`src/rtl/rbst_pkg.sv`:
```
// Shared types, constants and register codes for the ray/box slab test.
`default_nettype none

package rbst_pkg;

    localparam int DATA_W        = 32;
    localparam int DIFF_W        = DATA_W + 1;
    localparam int PROD_W        = DIFF_W + DATA_W;
    localparam int FRAC_BITS_DEF = 16;
    localparam int CFG_IDX_W     = 3;
    // control stages S1..S6 ahead of the result register
    localparam int PIPE_DEPTH    = 6;

    typedef logic signed [DATA_W-1:0] word_t;
    typedef logic signed [DIFF_W-1:0] diff_t;
    typedef logic signed [PROD_W-1:0] prod_t;

    localparam word_t T_MAX = word_t'({1'b0, {(DATA_W-1){1'b1}}});
    localparam word_t T_MIN = word_t'({1'b1, {(DATA_W-1){1'b0}}});

    localparam word_t ONE_FX = word_t'(65536);

    typedef enum logic [CFG_IDX_W-1:0] {
        REG_START_X   = 3'd0,
        REG_START_Y   = 3'd1,
        REG_START_Z   = 3'd2,
        REG_INV_DIR_X = 3'd3,
        REG_INV_DIR_Y = 3'd4,
        REG_INV_DIR_Z = 3'd5,
        REG_T_LOWER   = 3'd6,
        REG_T_UPPER   = 3'd7
    } cfg_idx_t;

    typedef enum logic {
        OP_GENERAL  = 1'b0,
        OP_VERTICAL = 1'b1
    } op_t;

    typedef struct packed {
        logic valid;
        op_t  op;
        logic in_box;
    } ctl_t;

endpackage

`default_nettype wire

```
`src/rtl/rbst_span.sv`:
```
// Interval narrowing: two-level max/min tree over the slab near/far values.
`default_nettype none

module rbst_span (
    input  wire logic               clk,
    input  wire logic               en,
    input  wire rbst_pkg::op_t      op,
    input  wire rbst_pkg::word_t    t_lower,
    input  wire rbst_pkg::word_t    t_upper,
    input  wire rbst_pkg::word_t    near_x,
    input  wire rbst_pkg::word_t    far_x,
    input  wire rbst_pkg::word_t    near_y,
    input  wire rbst_pkg::word_t    far_y,
    input  wire rbst_pkg::word_t    near_z,
    input  wire rbst_pkg::word_t    far_z,
    output rbst_pkg::word_t         lo,
    output rbst_pkg::word_t         hi
);
    import rbst_pkg::*;

    word_t lo_a_reg, lo_b_reg, hi_a_reg, hi_b_reg;
    word_t lo_a_next, lo_b_next, hi_a_next, hi_b_next;
    word_t lo_reg, hi_reg, lo_next, hi_next;

    always_comb
    begin
        lo_a_next = (near_y > t_lower) ? near_y : t_lower;
        hi_a_next = (far_y < t_upper) ? far_y : t_upper;
        // vertical mode only uses the y slab
        if (op == OP_VERTICAL)
        begin
            lo_b_next = near_y;
            hi_b_next = far_y;
        end
        else
        begin
            lo_b_next = (near_x > near_z) ? near_x : near_z;
            hi_b_next = (far_x < far_z) ? far_x : far_z;
        end
        lo_next = (lo_a_reg > lo_b_reg) ? lo_a_reg : lo_b_reg;
        hi_next = (hi_a_reg < hi_b_reg) ? hi_a_reg : hi_b_reg;
    end

    always_ff @(posedge clk)
    begin
        if (en)
        begin
            lo_a_reg <= lo_a_next;
            lo_b_reg <= lo_b_next;
            hi_a_reg <= hi_a_next;
            hi_b_reg <= hi_b_next;
            lo_reg   <= lo_next;
            hi_reg   <= hi_next;
        end
    end

    assign lo = lo_reg;
    assign hi = hi_reg;

endmodule

`default_nettype wire

```
`config.mk`:
```
export PLATFORM = sky130hd
export DESIGN_NAME = rbst_span
export DESIGN_NICKNAME = d
export VERILOG_FILES = /design/src/rtl/rbst_pkg.sv /design/src/rtl/rbst_span.sv
export SDC_FILE = /design/constraint.sdc
export NUM_CORES = 1
export LEC_CHECK = 0
export ABC_AREA = 0
export BUFFER_PORTS_ARGS = -buffer_cell sky130_fd_sc_hd__buf_2
export CAP_MARGIN = 10
export CORE_MARGIN = 2
export CORE_UTILIZATION = 61
export CTS_CLUSTER_DIAMETER = 40
export CTS_CLUSTER_SIZE = 20
export DETAILED_ROUTE_END_ITERATION = 16
export HOLD_SLACK_MARGIN = 0.1
export PLACE_DENSITY_LB_ADDON = 0.08
export SYNTH_ARGS = -nofsm -noshare
export SYNTH_HDL_FRONTEND = slang
export SYNTH_SLANG_ARGS = --single-unit
```
`constraint.sdc`:
```
create_clock -name clk -period 3.9 [get_ports clk]
set_input_delay 0.195 -clock clk [delete_from_list [all_inputs] [get_ports clk]]
set_output_delay 0.195 -clock clk [all_outputs]
set_load 0.005 [all_outputs]
```
==> results of run 1 <==
-- cell usage after synthesis (all sizes together), types with 3 or more instances --
cell,instances
a21oi,112
o21ai,119
clkbuf,54
nand3,45
nor2,82
a31oi,65
a22o,13
or3b,31
a211oi,40
a22oi,31
nand4,33
o21a,5
nor2b,35
a2111oi,4
nor3,6
nand2,55
ha,189
a21o,33
o211ai,26
inv,196
buf,30
and4,7
mux2,65
edfxtp,192
nor4,5
and2,3
a221o,32
or2,4
-- final cells by class --
cell class | count | area, µm²
antenna | 7 | 17.52
clock buffer | 17 | 425.4
clock inverter | 14 | 127.6
fill | 1826 | 6228
inverter | 196 | 737.0
multi-input combinational | 1069 | 8135
sequential | 192 | 5766
tap | 324 | 405.4
timing repair buffer | 402 | 2406
-- metal layers --
layer,vias up,part of all wire [%]
met3,102,8.3
met2,709,47
met1,6518,41
met5,-,0.030
met4,2,3.4
li1,6492,-
-- cells by family (layout without fill, tap and decap cells) --
| kind of cell | count (synthesis) | count (layout) | share of synthesized area [%] |
|---|---|---|---|
| AO/OA/AOI/OAI | 500 | 500 | 21.95 |
| AND/OR/NAND/NOR | 314 | 314 | 11.28 |
| buffers and inverters | 280 | 629 | 7.550 |
| flip-flops | 192 | 192 | 38.49 |
| adder cells (fa/ha/maj) | 189 | 189 | 15.79 |
| multiplexers | 66 | 66 | 4.953 |
| other | 0 | 7 | 0 |
-- per-stage QoR --
step                      total power [mW]  hold slack [ns]  setup slack [ns]  area, µm²  instances
after floorplan                      4.660           0.3075             1.349      14980       1541
after global placement               5.502           0.5076            0.8528      16910       2129
after detailed placement             5.605           0.5109            0.7035      16910       2129
after CTS                            7.356           0.1001            0.3300      18000       2214
after global routing                 7.775           0.1108            0.1015      18010       2219
final                                7.391           0.1125            0.2352      18020       2221
-- worst reg2reg max path: stages, from the launching register on --
cell,delay (ns)
edfxtp_1,0.38
ha_1,0.33
nor2b_1,0.14
o211ai_1,0.18
a21oi_1,0.10
a2111oi_0,0.50
o311ai_0,0.27
o211ai_4,0.21
buf_4,0.48
mux2_2,0.42
-- where the power goes --
part	leakage [nW]	internal, mW	switching [mW]
Sequential	1.87	2.75	0.201
Clock	0.259	0.838	0.871
Combinational	6.07	1.23	1.50
-- path summary, 6_finish.rpt --
path         slack (ns)  cells after the start   startpoint      endpoint
min reg2reg        0.57                      1  lo_b_reg[3]         lo[3]
max                0.24                     12   t_lower[3]  lo_a_reg[14]
max reg2reg        0.65                      9  lo_a_reg[1]        lo[23]
min                0.11                      3    far_y[29]  hi_a_reg[29]
-- timing repair --
action,4_1_cts,5_1_grt
resized for setup,0,0
hold buffers,54,0
hold endpoints to repair,39,0
buffers inserted,0,0
==> run metrics, run 1 <==
leakage power=a little over 8 nW; Avg Synthesized Cell Area=a little under 10 µm²; final core utilization=around three quarters; Vias=between 10000 and 15000; Syn Inst Count=1541; Max VDD drop=roughly 0.00027 V; number of global-route vias before repair=about 13000; DP HPWL=around 33000 µm; CP Class=in2reg; die area=25830 µm²; total CTS buffers=17; most common cell after layout, fill and taps aside=buf_2; Antenna Violating Nets Remaining=0; total track usage=between 30% and 40%; Crit path buffers/inverters=5; Final Max Slew Viols=0; DRC viols=0; num ports=~320; CP max FO=21; Post-synth EDFFs=~190; root buffer selected by CTS=clkbuf_16; met1 global-route usage=between 40% and 50%; initial antenna violation count=6; CP required=around 4.1 ns; power density over the cells=just over 400 nW/µm²; Layout Nets=~2300; HP Class=in2reg; Final Hold Fails=0; CP delay by family, top=buffers and inverters; Top Usage Layer GRT=met2; largest net degree at the start of global routing=90; period utilization=between 90% and 100%; Pre-antenna DRT Iters=5; M2 GR Usage=56.09%; async set-reset flop share out of synthesis=0%; TritonCTS clock tree=built; Slew HR=29.53%; status=completed; clock skew=0.01908 ns; first-pass GRT wire length=around 69000 µm; share of the yosys chip area belonging to registers=between 30% and 40%; setup TNS=0 ns; slowest CP cell=dlygate4sd3_1; Core ar.=around 24000 µm²; Post-Syn Area=about 15000 µm²; DR WL/cell=roughly 20 µm; GP Congestion=about 0.93; global-route met3 utilization=approximately 4.3%; Mapped Nets=just under 2000; Yosys warnings=0; unrepaired setup endpoints after global routing=no; row cnt=57; crit-path max cell delay=around 0.57 ns; synth unique cells=66; Vias/cell=a little over 6; die height=between 150 and 200 µm; largest area contributor in the netlist=edfxtp_1; main area contributors after synthesis=edfxtp_1, ha_1, inv_1, mux2_2, a21oi_1; worst slew pin tran=around 1.1 ns; Starting DRT DRC Count=~1300; H-tree depth=4; DRT Wirelength=approximately 44000 µm; Synth-to-Final Area Change=20.29%; CP Launch Type=input port; critical path capture point type=flop; CP arrival=approximately 3.9 ns; CP cell instances=dlygate4sd3_1 > buf_2 > inv_1 > ha_1 > a21oi_1 > a21oi_1 > a2111oi_0 > o311ai_0 > o211ai_4 > buf_12 > mux2_2 > dlygate4sd3_1; register bit total from synthesis=192; final setup vio count=0; most frequent cells in the layout=buf_2, inv_1, edfxtp_1; Synth Flop Type=edfxtp_1; clk sink count=192; Die Span X=around 160 µm; CTS clock-pin slew for the worst setup and hold paths=0.07 ns; total congestion overflow=0; layout cells sized above 1=around a quarter; Tmin final=between 3 and 4 ns; Clk Latency, worst-skew pair=~0.45 ns; Initial Util=approximately 62%; number of I/O port buffers=around 320; top-area cell type share of the netlist area=38.49%; Max Clk Rate=272.9 MHz; maxcap violations=0; CTS max path bufs=2
Power figures use the tool's default switching activity.
==> run 2: changes to the inputs <==
Settings changed: MAX_ROUTING_LAYER from default to met4.
==> run 2 against run 1 <==
Effect of this change: first-iteration DRC count is 7.2% higher; clock-buffer cell count is 2 higher; fmax is 1.2% lower; setup slack worse by 0.046 ns; die area stayed put; global-route usage is 1.2 points higher; via count is 0.27% lower; clock power is 3% higher; non-clock buffer count is 8 lower; power is 0.85% higher; sequential power hardly changed; largest cell class unchanged; critical path depth stayed put.
==> run metrics, run 2 (same netlist as run 1, synthesis figures left out) <==
CP Launch Type=input port; Antenna Violating Nets Remaining=0; Tmin final=between 3 and 4 ns; CP Class=in2reg; most frequent cells in the layout=buf_2, inv_1, edfxtp_1; Final Hold Fails=0; total track usage=35.01%; Synth-to-Final Area Change=19.77%; CP cell instances=dlygate4sd3_1 > buf_2 > inv_1 > ha_1 > a21oi_1 > a21oi_1 > a2111oi_0 > o311ai_0 > o211ai_4 > buf_12 > mux2_1 > dlygate4sd3_1; first-pass GRT wire length=a little under 70000 µm; period utilization=around 95%; DR WL/cell=approximately 20 µm; Slew HR=between 40% and 50%; CP arrival=approximately 3.9 ns; DRC viols=0; fin area=roughly 18000 µm²; Vias/cell=between 6 and 7; final core utilization=73.99%; num ports=323; clock skew=roughly 0.017 ns; CP required=around 4.1 ns; Vias=around 14000; flip-flop and latch area=5766 µm²; Post-Place Cells=~2100; # Post-CTS Setup Buffers=0; setup TNS=0 ns; CP max FO=21; largest net degree at the start of global routing=between 90 and 100; H-tree depth=4; layout cells sized above 1=between 20% and 30%; Max VDD drop=about 0.00037 V; Clk Latency, worst-skew pair=0.44 ns; HP Class=in2reg; worst slew pin tran=0.8789 ns; fill count=1821; root buffer selected by CTS=clkbuf_16; Pre-antenna DRT Iters=5; Final Max Slew Viols=0; Multi-input gate area=between 8000 and 9000 µm²; Area after DPL=approximately 17000 µm²; most common cell after layout, fill and taps aside=buf_2; number of I/O port buffers=about 320; critical path capture point type=flop; number of global-route vias before repair=between 10000 and 15000; Top Usage Layer GRT=met2; share of power burned in registers=39.6%; CTS clock-pin slew for the worst setup and hold paths=around 0.07 ns; row cnt=57; total congestion overflow=0; leakage power=approximately 8.2 nW; DRT Wirelength=about 44000 µm; slowest CP cell=dlygate4sd3_1; status=completed; final setup vio count=0; Starting DRT DRC Count=around 1400; Die Span X=roughly 160 µm; Post-Layout Cell Count=roughly 2200; Core ar.=~24000 µm²; global-route met3 utilization=between 4 and 5%; Layout Nets=roughly 2300; switch share=between 30% and 40%; Clk pwr share=roughly a quarter; TritonCTS clock tree=built; Gate power share=between 30% and 40%; met1 global-route usage=between 40% and 50%; GP Congestion=0.9429; unrepaired setup endpoints after global routing=no; Initial Util=roughly three fifths; M2 GR Usage=between 50% and 60%; initial antenna violation count=8; die area=25830 µm²; Internal=4.931 mW; Max Clk Rate=approximately 270 MHz; total CTS buffers=17; clk sink count=~190; final total power=7.453 mW; NetSw=around 2.5 mW; crit-path max cell delay=between 0.5 and 0.6 ns; power density over the cells=415.4 nW/µm²; CTS max path bufs=2; die height=between 150 and 200 µm; DP HPWL=32950 µm; maxcap violations=0
==> run 2: changes by cell type in the layout (fill, tap and decap cells not counted), sizes merged <==
cell,delta
dlygate4sd3,-10
inv,-4
buf,+2
bufinv,+2
clkbuf,+2
clkinv,+2
clkinvlp,-1
diode,+1
==> run 2: power by group through the flow <==
stage                     Clock [mW]  Sequential (mW)  Combinational (mW)
after floorplan                    0             2.94                1.72
after detailed placement           0             2.99                2.64
final                           1.76             2.95                2.75
after CTS                       1.77             2.94                2.71
after global routing            1.84             2.98                3.01
after global placement             0             2.97                2.56
==> run 2: per-stage QoR <==
step                      worst slack [ns]  hold WS [ns]
after global placement              0.8181        0.5077
after CTS                           0.2735        0.1001
final                               0.1889        0.1115
after global routing               0.07613        0.1028
after detailed placement            0.6789        0.5015
after floorplan                      1.349        0.3075
==> run 2: worst max-delay path: cells and delay by family <==
family,cells,cell delay [ns]
AOI/OAI and AO/OA,5,1.52
buffers and inverters,5,1.50
muxes,1,0.34
adders and majority gates,1,0.32
==> run 2: path summary, 6_finish.rpt <==
path / from / end / slack (ns) / depth (start not counted)
min: t_upper[12] / hi_a_reg[12] / 0.11 / 3
max reg2reg: lo_a_reg[1] / lo[12] / 0.73 / 9
min reg2reg: lo_b_reg[26] / lo[26] / 0.58 / 1
max: t_lower[3] / lo_a_reg[27] / 0.19 / 12
==> run 2: metal layers <==
layer	part of all wire, %	vias up
met5	0	-
met4	3.5	0
met3	8.1	102
met2	47	712
met1	41	6499
li1	-	6473
==> run 2: final cells by class <==
class	instances	area share, %
Sequential cell	192	32.13
Antenna cell	8	0.1116
Inverter	196	4.107
Clock inverter	13	0.7671
Timing Repair Buffer	394	12.87
Multi-Input combinational cell	1069	45.34
Tap cell	324	2.259
Clock buffer	19	2.413
==> run 2: repair_timing <==
action / CTS / global route
hold buffers: 44 / 0
hold endpoints to repair: 36 / 0
resized for setup: 0 / 0
==> run 3: changes to the inputs <==
Clock period 3.9 ns to 4.8 ns, I/O delays scaled along.
==> run 3 against run 2 <==
Effect of this change: utilization down 2.2 points; register-to-register slack gained 0.50 ns; clock-buffer cell count increased by 1; critical endpoint is now lo[21]; flip-flop and latch count unchanged; critical path type is now reg2reg.
==> run metrics, run 3 (same netlist as run 1, synthesis figures left out) <==
status=completed; Vias/cell=roughly 6.2; Synth-to-Final Area Change=16.27%; DRT Wirelength=about 44000 µm; setup TNS=0 ns; unrepaired setup endpoints after global routing=no; worst slew pin tran=between 1 and 1.5 ns; Post-Layout Cell Count=about 2200; CTS max path bufs=2; reg-to-reg startpoint=lo_a_reg[1]; row cnt=57; CTS clock-pin slew for the worst setup and hold paths=roughly 0.070 ns; HP Class=in2reg; Min-Delay Path Depth=3; H-tree depth=4; initial antenna violation count=11; Starting DRT DRC Count=around 1300; number of I/O port buffers=322; first-pass GRT wire length=67480 µm; Antenna Violating Nets Remaining=0; DP HPWL=32960 µm; most common cell after layout, fill and taps aside=buf_2; GP Congestion=~0.9; CP max FO=22; r2r setup slk=between 1 and 1.5 ns; Final Max Slew Viols=0; DR WL/cell=20.14 µm; Max VDD drop=0.0002424 V; clk sink count=about 190; layout cells sized above 1=25.96%; # Post-CTS Setup Buffers=0; period utilization=between 70% and 80%; CP Launch Type=flop; Post-Place Cells=between 2000 and 2500; Resized Gates After CTS=0; total congestion overflow=0; critical path capture point type=flop; Layout Nets=about 2300; total CTS buffers=17; Tmin final=between 3 and 4 ns; hold buffers post-CTS=0; die height=roughly 160 µm; Core ar.=around 24000 µm²; largest net degree at the start of global routing=105; most frequent cells in the layout=buf_2, inv_1, edfxtp_1; Slew HR=between 20% and 30%; Worst R2R End=lo[21]; TritonCTS clock tree=built; Max Clk Rate=roughly 280 MHz; final setup vio count=0; Clk Latency, worst-skew pair=around 0.44 ns; maxcap violations=0; clock skew=~0.011 ns; num ports=between 300 and 400; fill count=between 1500 and 2000; DRC viols=0; CP Class=reg2reg; die area=25830 µm²; leakage power=just under 8 nW; Hold Crit Start=t_upper[2]; power density over the cells=about 340 nW/µm²; Initial Util=between 60% and 70%; Vias=roughly 13000; worst r2r path cells=9; Pre-antenna DRT Iters=6; number of global-route vias before repair=between 10000 and 15000; total track usage=34.34%; hold endpoint=hi_a_reg[2]; Final Hold Fails=0; CP required=4.99 ns; CP arrival=3.76 ns; Die Span X=~160 µm; root buffer selected by CTS=clkbuf_16
## run 3: layout make-up
cell class                 instances  area (µm²)  share of cell area (%)
clock buffer                      20       436.7                   2.507
multi-input combinational       1069        8135                   46.71
inverter                         196       737.0                   4.231
timing repair buffer             341        1775                   10.19
antenna                           12       30.03                  0.1724
clock inverter                    12       132.6                  0.7614
sequential                       192        5766                   33.10
tap                              324       405.4                   2.327
## run 3: power by group
| group | switching [mW] | total [mW] | internal (mW) |
|---|---|---|---|
| Combinational | 1.21 | 2.15 | 0.944 |
| Sequential | 0.171 | 2.41 | 2.24 |
| Clock | 0.647 | 1.42 | 0.771 |
## run 3: how the worst max path moves through the flow
| stage | endpoint | cells past startpoint | start |
|---|---|---|---|
| global placement | lo[21] | 9 | lo_a_reg[1] |
| finish | lo[21] | 9 | lo_a_reg[1] |
| global route | lo[21] | 9 | lo_a_reg[1] |
| detailed placement | lo[21] | 9 | lo_a_reg[1] |
| floorplan | hi[10] | 10 | hi_a_reg[29] |
| CTS | lo[21] | 9 | lo_a_reg[1] |
## run 3: per-layer routing
metal / GRT usage, % / wire (µm) / up-vias
met4: 13.84 / 1752 / 0
met3: 5.604 / 3730 / 123
met1: 44.49 / 17830 / 6293
met2: 54.23 / 20310 / 706
met5: - / 0 / -
li1: - / - / 6369
## run 3: critical path, stage by stage, from the launching register on
cell and delay, ns:
edfxtp_1 0.39, ha_1 0.31, nor2b_1 0.13, o211ai_1 0.15, a21oi_1 0.08, a2111oi_0 0.47, o311ai_0 0.31, o211ai_4 0.77
buf_4 0.34, mux2_2 0.36
## run 3: through the flow
step           hold slack (ns)  setup slack, ns  power [mW]  instance area [µm²]  util, %
6_report                0.1126            1.233       5.977                17420    71.83
5_1_grt                 0.1130           0.9460       6.288                17420    71.82
4_1_cts                 0.1058            1.177       5.950                17390    71.71
3_5_place_dp            0.5623            1.202       4.543                16820    69.36
3_3_place_gp            0.5515            1.349       4.463                16820    69.36
2_1_floorplan           0.3525            2.249       3.786                14980        -
